## config.mk

```make
export PLATFORM = sky130hd
export DESIGN_NAME = framed_message_receive_queue_top
export DESIGN_NICKNAME = d
export VERILOG_FILES = /design/src/sv/fmrq_pkg.sv /design/src/sv/framed_message_receive_queue_top.sv
export SDC_FILE = /design/constraint.sdc
export NUM_CORES = 2
export LEC_CHECK = 0
export BUFFER_PORTS_ARGS = -buffer_cell sky130_fd_sc_hd__buf_2
export CAP_MARGIN = 20
export CORE_MARGIN = 2
export CORE_UTILIZATION = 45
export DETAILED_ROUTE_END_ITERATION = 12
export PLACE_DENSITY_LB_ADDON = 0.1
export SLEW_MARGIN = 20
export SYNTH_ARGS = -nofsm -noshare
export SYNTH_HDL_FRONTEND = slang
export SYNTH_MEMORY_MAX_BITS = 65536
export SYNTH_SLANG_ARGS = --single-unit
export TNS_END_PERCENT = 50
```

## constraint.sdc

```tcl
create_clock -name clk -period 11.22 [get_ports clk]
set_input_delay 1.683 -clock clk [delete_from_list [all_inputs] [get_ports clk]]
set_output_delay 1.683 -clock clk [all_outputs]
set_load 0.1 [all_outputs]
```

## src/sv/fmrq_pkg.sv

```systemverilog
// ----------------------------------------------------------------------------
// fmrq_pkg
// shared types and constants of the framed message receive queue
// ----------------------------------------------------------------------------
`default_nettype none

package fmrq_pkg;

  // default sizes
  localparam int unsigned MAX_LEN_DEF     = 32;
  localparam int unsigned QUEUE_DEPTH_DEF = 16;

  // fixed field widths
  localparam int unsigned BYTE_W    = 8;
  localparam int unsigned MODE_W    = 2;
  localparam int unsigned CFG_IDX_W = 4;

  // marker reset values
  localparam logic [BYTE_W-1:0] START_MARKER_RST = 8'hFA;
  localparam logic [BYTE_W-1:0] STOP_MARKER_RST  = 8'hFB;

  // item modes
  localparam logic [MODE_W-1:0] MODE_RX   = 2'd0;
  localparam logic [MODE_W-1:0] MODE_READ = 2'd1;
  localparam logic [MODE_W-1:0] MODE_STOP = 2'd2;
  localparam logic [MODE_W-1:0] MODE_POP  = 2'd3;

  // configuration register indexes
  localparam logic [CFG_IDX_W-1:0] CFG_START_MARKER = 4'd0;
  localparam logic [CFG_IDX_W-1:0] CFG_STOP_MARKER  = 4'd1;

  // last bus event
  typedef enum logic [1:0] {
    EVT_NONE = 2'd0,
    EVT_RX   = 2'd1,
    EVT_READ = 2'd2
  } evt_t;

  // sequencer states
  typedef enum logic [1:0] {
    ST_IDLE,
    ST_COPY,
    ST_COPY_END,
    ST_POP
  } state_t;

endpackage : fmrq_pkg

`default_nettype wire

```

## src/sv/framed_message_receive_queue_top.sv

```systemverilog
// ----------------------------------------------------------------------------
// framed_message_receive_queue_top
// assembles received bus bytes into framed messages and queues kept ones
// ----------------------------------------------------------------------------
// results: a read request gives its result in the cycle after acceptance; a
//   pop gives its first byte from the registered store read once in ST_POP, then
//   one byte a cycle; byte receive, read request and a discarding stop leave
//   the block free for the next item, a kept stop and a pop hold it busy for
//   the whole message, set by the single read port of buffer and store
// reset: synchronous active-low rst_n clears the queue pointers and flags and
//   restores the markers; the result strobe is never held off by the receiver
`default_nettype none

module framed_message_receive_queue_top #(
  parameter int unsigned MAX_LEN     = fmrq_pkg::MAX_LEN_DEF,
  parameter int unsigned QUEUE_DEPTH = fmrq_pkg::QUEUE_DEPTH_DEF
) (
  input  wire logic                          clk,
  input  wire logic                          rst_n,
  // input item channel
  input  wire logic                          start,
  output logic                               busy,
  input  wire logic [fmrq_pkg::MODE_W-1:0]   in_mode,
  input  wire logic [fmrq_pkg::BYTE_W-1:0]   in_rx_byte,
  // result channel
  output logic                               out_valid,
  output logic [fmrq_pkg::BYTE_W-1:0]        out_byte,
  output logic                               out_last,
  output logic                               out_empty_res,
  // configuration write channel
  input  wire logic                          cfg_valid,
  output logic                               cfg_ready,
  input  wire logic [fmrq_pkg::CFG_IDX_W-1:0] cfg_index,
  input  wire logic [fmrq_pkg::BYTE_W-1:0]   cfg_data
);

  import fmrq_pkg::*;

  // length counts 0..MAX_LEN, byte index 0..MAX_LEN-1, slot 0..QUEUE_DEPTH-1
  localparam int unsigned LEN_W    = $clog2(MAX_LEN + 1);
  localparam int unsigned IDX_W    = $clog2(MAX_LEN);
  localparam int unsigned SLOT_W   = $clog2(QUEUE_DEPTH);
  localparam int unsigned STORE_D  = QUEUE_DEPTH * (2 ** IDX_W);

  // --------------------------------------------------------------------------
  // memories: assembly buffer, message store (one row per slot), lengths
  // --------------------------------------------------------------------------
  logic [BYTE_W-1:0] asm_mem   [MAX_LEN];
  logic [BYTE_W-1:0] store_mem [STORE_D];
  logic [LEN_W-1:0]  len_mem   [QUEUE_DEPTH];

  logic [BYTE_W-1:0] asm_q_r;
  logic [BYTE_W-1:0] store_q_r;
  logic [LEN_W-1:0]  len_q_r;

  logic              asm_we;
  logic [IDX_W-1:0]  asm_waddr;
  logic              len_we;

  // --------------------------------------------------------------------------
  // control and payload registers
  // --------------------------------------------------------------------------
  state_t            state_r, state_nxt;
  logic [LEN_W-1:0]  asm_len_r, asm_len_nxt;
  evt_t              evt_r, evt_nxt;
  logic [SLOT_W-1:0] head_r, head_nxt;
  logic [SLOT_W-1:0] tail_r, tail_nxt;
  logic              full_r, full_nxt;
  logic              ready_r, ready_nxt;
  logic [IDX_W-1:0]  cnt_r, cnt_nxt;

  // first and most recent byte of the assembly, for the frame check at stop
  logic [BYTE_W-1:0] first_r, first_nxt;
  logic [BYTE_W-1:0] lastb_r, lastb_nxt;

  logic [BYTE_W-1:0] start_marker_r;
  logic [BYTE_W-1:0] stop_marker_r;

  // copy write runs in the cycle after the assembly read
  logic              wr_pend_r, wr_pend_nxt;
  logic [IDX_W-1:0]  wr_idx_r, wr_idx_nxt;

  // result registers; out_byte comes from the store read or the status bit
  logic              out_valid_r, out_valid_nxt;
  logic              out_last_r, out_last_nxt;
  logic              out_empty_r, out_empty_nxt;
  logic              out_mem_r, out_mem_nxt;
  logic              out_stat_r, out_stat_nxt;

  logic              accept;
  logic [LEN_W-1:0]  cnt_inc;
  logic [SLOT_W-1:0] tail_inc;
  logic [SLOT_W-1:0] head_inc;
  logic              q_empty;
  logic              frame_ok;

  assign busy      = (state_r != ST_IDLE);
  assign accept    = start && !busy;
  assign cfg_ready = 1'b1;

  assign cnt_inc  = LEN_W'(cnt_r) + LEN_W'(1);
  assign tail_inc = (tail_r == SLOT_W'(QUEUE_DEPTH - 1)) ? '0 : tail_r + SLOT_W'(1);
  assign head_inc = (head_r == SLOT_W'(QUEUE_DEPTH - 1)) ? '0 : head_r + SLOT_W'(1);
  assign q_empty  = (head_r == tail_r) && !full_r;

  // kept only after a receive, with room, non-empty and properly framed
  assign frame_ok = (evt_r == EVT_RX) && !full_r && (asm_len_r != '0) &&
                    (first_r == start_marker_r) && (lastb_r == stop_marker_r);

  assign asm_waddr = asm_len_r[IDX_W-1:0];

  // --------------------------------------------------------------------------
  // sequencer: next state and datapath controls
  // --------------------------------------------------------------------------
  always_comb begin
    state_nxt     = state_r;
    asm_len_nxt   = asm_len_r;
    evt_nxt       = evt_r;
    head_nxt      = head_r;
    tail_nxt      = tail_r;
    full_nxt      = full_r;
    ready_nxt     = ready_r;
    cnt_nxt       = cnt_r;
    first_nxt     = first_r;
    lastb_nxt     = lastb_r;
    wr_pend_nxt   = 1'b0;
    wr_idx_nxt    = cnt_r;
    out_valid_nxt = 1'b0;
    out_last_nxt  = 1'b0;
    out_empty_nxt = 1'b0;
    out_mem_nxt   = 1'b0;
    out_stat_nxt  = 1'b0;
    asm_we        = 1'b0;
    len_we        = 1'b0;

    unique case (state_r)
      ST_IDLE: begin
        if (accept) begin
          unique case (in_mode)
            MODE_RX: begin
              // bytes beyond the maximum length are dropped silently
              if (asm_len_r < LEN_W'(MAX_LEN)) begin
                asm_we      = 1'b1;
                asm_len_nxt = asm_len_r + LEN_W'(1);
                evt_nxt     = EVT_RX;
                lastb_nxt   = in_rx_byte;
                if (asm_len_r == '0) begin
                  first_nxt = in_rx_byte;
                end
              end
            end
            MODE_READ: begin
              out_valid_nxt = 1'b1;
              out_last_nxt  = 1'b1;
              out_stat_nxt  = ready_r;
              evt_nxt       = EVT_READ;
            end
            MODE_STOP: begin
              if (frame_ok) begin
                len_we    = 1'b1;
                ready_nxt = 1'b1;
                cnt_nxt   = '0;
                state_nxt = ST_COPY;
              end else begin
                asm_len_nxt = '0;
              end
            end
            MODE_POP: begin
              if (q_empty) begin
                out_valid_nxt = 1'b1;
                out_last_nxt  = 1'b1;
                out_empty_nxt = 1'b1;
              end else begin
                // length of the head slot lands in len_q_r at this edge
                cnt_nxt   = '0;
                state_nxt = ST_POP;
              end
            end
            default: begin
            end
          endcase
        end
      end

      ST_COPY: begin
        // assembly byte cnt_r is read now and written to the store next cycle
        wr_pend_nxt = 1'b1;
        wr_idx_nxt  = cnt_r;
        cnt_nxt     = cnt_r + IDX_W'(1);
        if (cnt_inc >= asm_len_r) begin
          state_nxt = ST_COPY_END;
        end
      end

      ST_COPY_END: begin
        // last byte is written this cycle
        asm_len_nxt = '0;
        tail_nxt    = tail_inc;
        full_nxt    = (tail_inc == head_r);
        state_nxt   = ST_IDLE;
      end

      ST_POP: begin
        out_valid_nxt = 1'b1;
        out_mem_nxt   = 1'b1;
        cnt_nxt       = cnt_r + IDX_W'(1);
        if (cnt_inc >= len_q_r) begin
          out_last_nxt = 1'b1;
          head_nxt     = head_inc;
          full_nxt     = 1'b0;
          ready_nxt    = 1'b0;
          state_nxt    = ST_IDLE;
        end
      end

      default: begin
        state_nxt = ST_IDLE;
      end
    endcase
  end

  // --------------------------------------------------------------------------
  // registers
  // --------------------------------------------------------------------------
  always_ff @(posedge clk) begin
    if (!rst_n) begin
      state_r     <= ST_IDLE;
      asm_len_r   <= '0;
      evt_r       <= EVT_NONE;
      head_r      <= '0;
      tail_r      <= '0;
      full_r      <= 1'b0;
      ready_r     <= 1'b0;
      cnt_r       <= '0;
      wr_pend_r   <= 1'b0;
      out_valid_r <= 1'b0;
    end else begin
      state_r     <= state_nxt;
      asm_len_r   <= asm_len_nxt;
      evt_r       <= evt_nxt;
      head_r      <= head_nxt;
      tail_r      <= tail_nxt;
      full_r      <= full_nxt;
      ready_r     <= ready_nxt;
      cnt_r       <= cnt_nxt;
      wr_pend_r   <= wr_pend_nxt;
      out_valid_r <= out_valid_nxt;
    end
  end

  // payload registers
  always_ff @(posedge clk) begin
    first_r     <= first_nxt;
    lastb_r     <= lastb_nxt;
    wr_idx_r    <= wr_idx_nxt;
    out_last_r  <= out_last_nxt;
    out_empty_r <= out_empty_nxt;
    out_mem_r   <= out_mem_nxt;
    out_stat_r  <= out_stat_nxt;
  end

  // marker registers, unknown indexes ignored
  always_ff @(posedge clk) begin
    if (!rst_n) begin
      start_marker_r <= START_MARKER_RST;
      stop_marker_r  <= STOP_MARKER_RST;
    end else if (cfg_valid && cfg_ready) begin
      unique case (cfg_index)
        CFG_START_MARKER: start_marker_r <= cfg_data;
        CFG_STOP_MARKER:  stop_marker_r  <= cfg_data;
        default: begin
        end
      endcase
    end
  end

  // --------------------------------------------------------------------------
  // memory ports
  // --------------------------------------------------------------------------
  always_ff @(posedge clk) begin
    if (asm_we) begin
      asm_mem[asm_waddr] <= in_rx_byte;
    end
    asm_q_r <= asm_mem[cnt_r];
  end

  always_ff @(posedge clk) begin
    if (wr_pend_r) begin
      store_mem[{tail_r, wr_idx_r}] <= asm_q_r;
    end
    store_q_r <= store_mem[{head_r, cnt_r}];
  end

  always_ff @(posedge clk) begin
    if (len_we) begin
      len_mem[tail_r] <= asm_len_r;
    end
    len_q_r <= len_mem[head_r];
  end

  // --------------------------------------------------------------------------
  // result ports
  // --------------------------------------------------------------------------
  assign out_valid     = out_valid_r;
  assign out_byte      = out_mem_r ? store_q_r : {{(BYTE_W-1){1'b0}}, out_stat_r};
  assign out_last      = out_last_r;
  assign out_empty_res = out_empty_r;

endmodule : framed_message_receive_queue_top

`default_nettype wire

```

==> results.sh <==
export IMPL_design_area_um2=196700
export IMPL_startpoint_type="flop"
export IMPL_dr_pass1_iters=6
export IMPL_ctsHoldBuffers=0
export IMPL_h_tree_depth=5
export IMPL_drtIter0Drc=10030
export IMPL_syn_nets=8026
export IMPL_post_cts_buffers=0
export IMPL_port_buffer_count=37
export IMPL_synth_avg_cell_area_um2=21.96
export IMPL_ys_ff_latch=4538
export IMPL_setup_worst_path_end_class="flop"
export IMPL_worstRegToRegCells=10
export IMPL_drc=0
export IMPL_p_leak_nw=59.04
export IMPL_setup_viol=0
export IMPL_synth_cell_types=70
export IMPL_yosysWarningCount=0
export IMPL_grt_pass1_wl_um=652400
export IMPL_grt_overflow_total=0
export IMPL_cts_made_buffers=470
export IMPL_num_vias=83460
export IMPL_cts_max_path_buffers=4
export IMPL_grt_use_total=0.2333
export IMPL_cts_num_sinks=4538
export IMPL_hold_violations=0
export IMPL_status="complete, no violations"
export IMPL_ys_seq_area_frac=0.7738
export IMPL_start_util=0.4511
export IMPL_max_cap_violations=0
export IMPL_clk_latency_ns=1.02
export IMPL_fp_dieW_um=627.9
export IMPL_worst_setup_path_type="flop to flop"
export IMPL_finClkSkew_ns=0.06008
export IMPL_syn_inst=7974
export IMPL_dpl_cell_area_um2=181200
export IMPL_pin_count=39
export IMPL_p_per_area_nw_per_um2=181.5
export IMPL_layout_worst_path_cycle_share=0.4828
export IMPL_clk_pin_slew_worst_paths_ns=0.06
export IMPL_r2r_setup_slack_ns=5.80
export IMPL_drt_wl_total_um=461300
export IMPL_critical_path_peak_fanout=94
export IMPL_dieArea_um2=394200
export IMPL_drive_above_1_share=0.2499
export IMPL_max_freq_mhz=184.6
export IMPL_hold_path_depth=1
export IMPL_die_y_um=627.9
export IMPL_place_hpwl_um=270500
export IMPL_critPathArrivalTime_ns=6.29
export IMPL_ant_nets=0
export IMPL_fin_tns_setup_ns=0
export IMPL_rows=229
export IMPL_wl_per_cell_um=33.44
export IMPL_cts_tree="yes"
export IMPL_post_cts_resized=0
export IMPL_hold_start="ready_r"
export IMPL_grt_max_degree=223
export IMPL_period_minus_slack_ns=5.417
export IMPL_root_buffer="clkbuf_16"
export IMPL_synth_main_ff_cell="edfxtp_1"
export IMPL_finalMaxSlewViolations=0
export IMPL_mappedNetlistArea_um2=175100
export IMPL_antenna_found_initial=30
export IMPL_reg2reg_to="store_q_r[2]"
export IMPL_cp_startpoint="cnt_r[0]"
export IMPL_critPathRequiredTime_ns=12.09
export IMPL_fp_coreArea_um2=388200
export IMPL_first_global_vias=84430
export IMPL_synthArstFlopShare=0
export IMPL_hold_path_class="flop to flop"
export IMPL_tightest_slew_ns=1.220
export IMPL_r2r_start="cnt_r[0]"
export IMPL_area_growth_pct=12.31
export IMPL_peakVddDrop_mv=0.1400
export IMPL_synth_edf_count=4464
export IMPL_slew_limit_headroom=0.1869
export IMPL_layout_nets=8228
export IMPL_rsz0062_at_grt="false"
export IMPL_critical_path_endpoint="store_q_r[2]"
export IMPL_gp_congestion=0.8161
export IMPL_avgViaCountPerCell=6.050
Yosys cell counts, types with 6 or more instances:
cell,count,area (um^2)
a211o_1,11,96.34
o21ai_0,69,345.3
a22oi_1,174,1306
buf_1,44,165.2
xnor2_1,9,78.83
nor2b_1,14,87.58
edfxtp_1,4464,134000
inv_1,27,101.4
a31oi_1,26,162.7
nand2_1,139,521.8
a211oi_1,11,82.58
a221oi_1,35,306.5
nand3_1,35,175.2
buf_2,101,505.5
xor2_1,20,175.2
clkbuf_1,232,870.8
o221ai_1,6,52.55
o22ai_1,59,369.1
and3_1,6,37.54
or3_1,8,50.05
or4_1,7,52.55
buf_4,68,510.5
and2_1,39,244.0
nand2b_1,12,75.07
a32oi_1,10,87.58
nor4_1,19,118.9
mux4_1,16,420.4
nor2_1,599,2248
ha_1,26,325.3
mux2_2,13,146.4
mux4_2,1181,26600
nand4_1,39,244.0
nor3_1,66,330.3
dfxtp_1,74,1481
o22a_1,6,52.55
buf_6,33,371.6
mux2i_1,119,1191
a21oi_1,72,360.4
a22o_1,21,183.9
critical path: stages (launching register included):
cell,delay [ns]
dfxtp_4,1.01
buf_4,0.46
buf_12,0.60
buf_4,0.86
mux4_2,0.60
a22oi_1,0.22
nand2_1,0.19
a21oi_1,0.19
o21ai_0,0.38
a22oi_1,0.33
nand4_1,0.12
worst min-delay path by stage:
stage | endpoint | slack, ns
2_1_floorplan | wr_idx_r[1] | 0.35
3_3_place_gp | out_stat_r | 0.45
3_5_place_dp | out_stat_r | 0.45
4_1_cts | out_stat_r | 0.47
5_1_grt | out_stat_r | 0.50
6_report | out_stat_r | 0.46
where the power goes:
part,switching (W),internal (W)
sequential,0.0000834,0.0188
clock,0.00661,0.00900
combinational,0.000808,0.000379
total,0.00750,0.0282
cell usage in the layout, fill, tap and decap left out, types with 13 or more instances in the layout:
master,Yosys,layout
buf_4,68,150
buf_2,101,37
a21oi_1,72,72
mux2_2,13,13
nor3_1,66,65
nand2_1,139,127
clkinvlp_4,0,14
o21ai_0,69,69
nor2_1,599,586
mux4_1,16,16
a22oi_1,174,174
o22ai_1,59,59
xor2_1,20,20
dfxtp_4,0,15
mux4_2,1181,1181
clkbuf_16,0,476
clkinv_2,0,100
mux2i_1,119,119
buf_12,1,19
clkinv_1,0,113
nor4_1,19,17
a22o_1,21,21
bufinv_16,0,51
a31oi_1,26,26
a221oi_1,35,35
nand4_1,39,39
dfxtp_1,74,59
ha_1,26,26
inv_1,27,26
and2_1,39,38
edfxtp_1,4464,4464
clkbuf_1,232,97
nand3_1,35,31
routing by layer:
metal,vias up,track usage,part of all wire
met5,-,0,0.000059
met4,4,0.06162,0.027
met3,635,0.03418,0.066
met2,3262,0.3682,0.48
met1,45510,0.3429,0.43
li1,34050,-,-
flip-flops by register name (all words and copies together), names as in the netlist, 8 cells and up:
signal,count
asm_mem,256
asm_q_r,8
first_r,8
lastb_r,8
len_mem,96
start_marker_r,8
stop_marker_r,8
store_mem,4096
store_q_r,8
layout make-up:
class / count / area (um^2)
fill: 30470 / 191500
inverter: 28 / 112.6
sequential: 4538 / 135600
antenna: 10 / 25.02
tap: 5197 / 6502
multi-input combinational: 2927 / 37270
timing repair buffer: 211 / 1780
clock inverter: 305 / 3058
clock buffer: 579 / 12360
stage by stage:
step | utilization | setup slack [ns] | hold slack, ns | std cells | power, W
after floorplan | - | 3.216 | 0.3550 | 7974 | 0.02017
after global placement | 0.4665 | 5.598 | 0.4475 | 12900 | 0.02043
after detailed placement | 0.4666 | 5.693 | 0.4469 | 12900 | 0.02046
after CTS | 0.5063 | 5.712 | 0.4684 | 13780 | 0.03596
after global routing | 0.5066 | 5.357 | 0.5032 | 13790 | 0.03671
final | 0.5066 | 5.803 | 0.4634 | 13800 | 0.03570
cell families after synthesis:
family / after synthesis / synth area share
compound gates: 542 / 0.02153
buf+inv: 509 / 0.01472
fa+ha+maj: 26 / 0.001857
xor+xnor: 29 / 0.001450
mux: 1329 / 0.1619
other cells: 1 / 0.00002141
simple gates: 1000 / 0.02469
flops: 4538 / 0.7738
(Power assumes the default switching activity.)
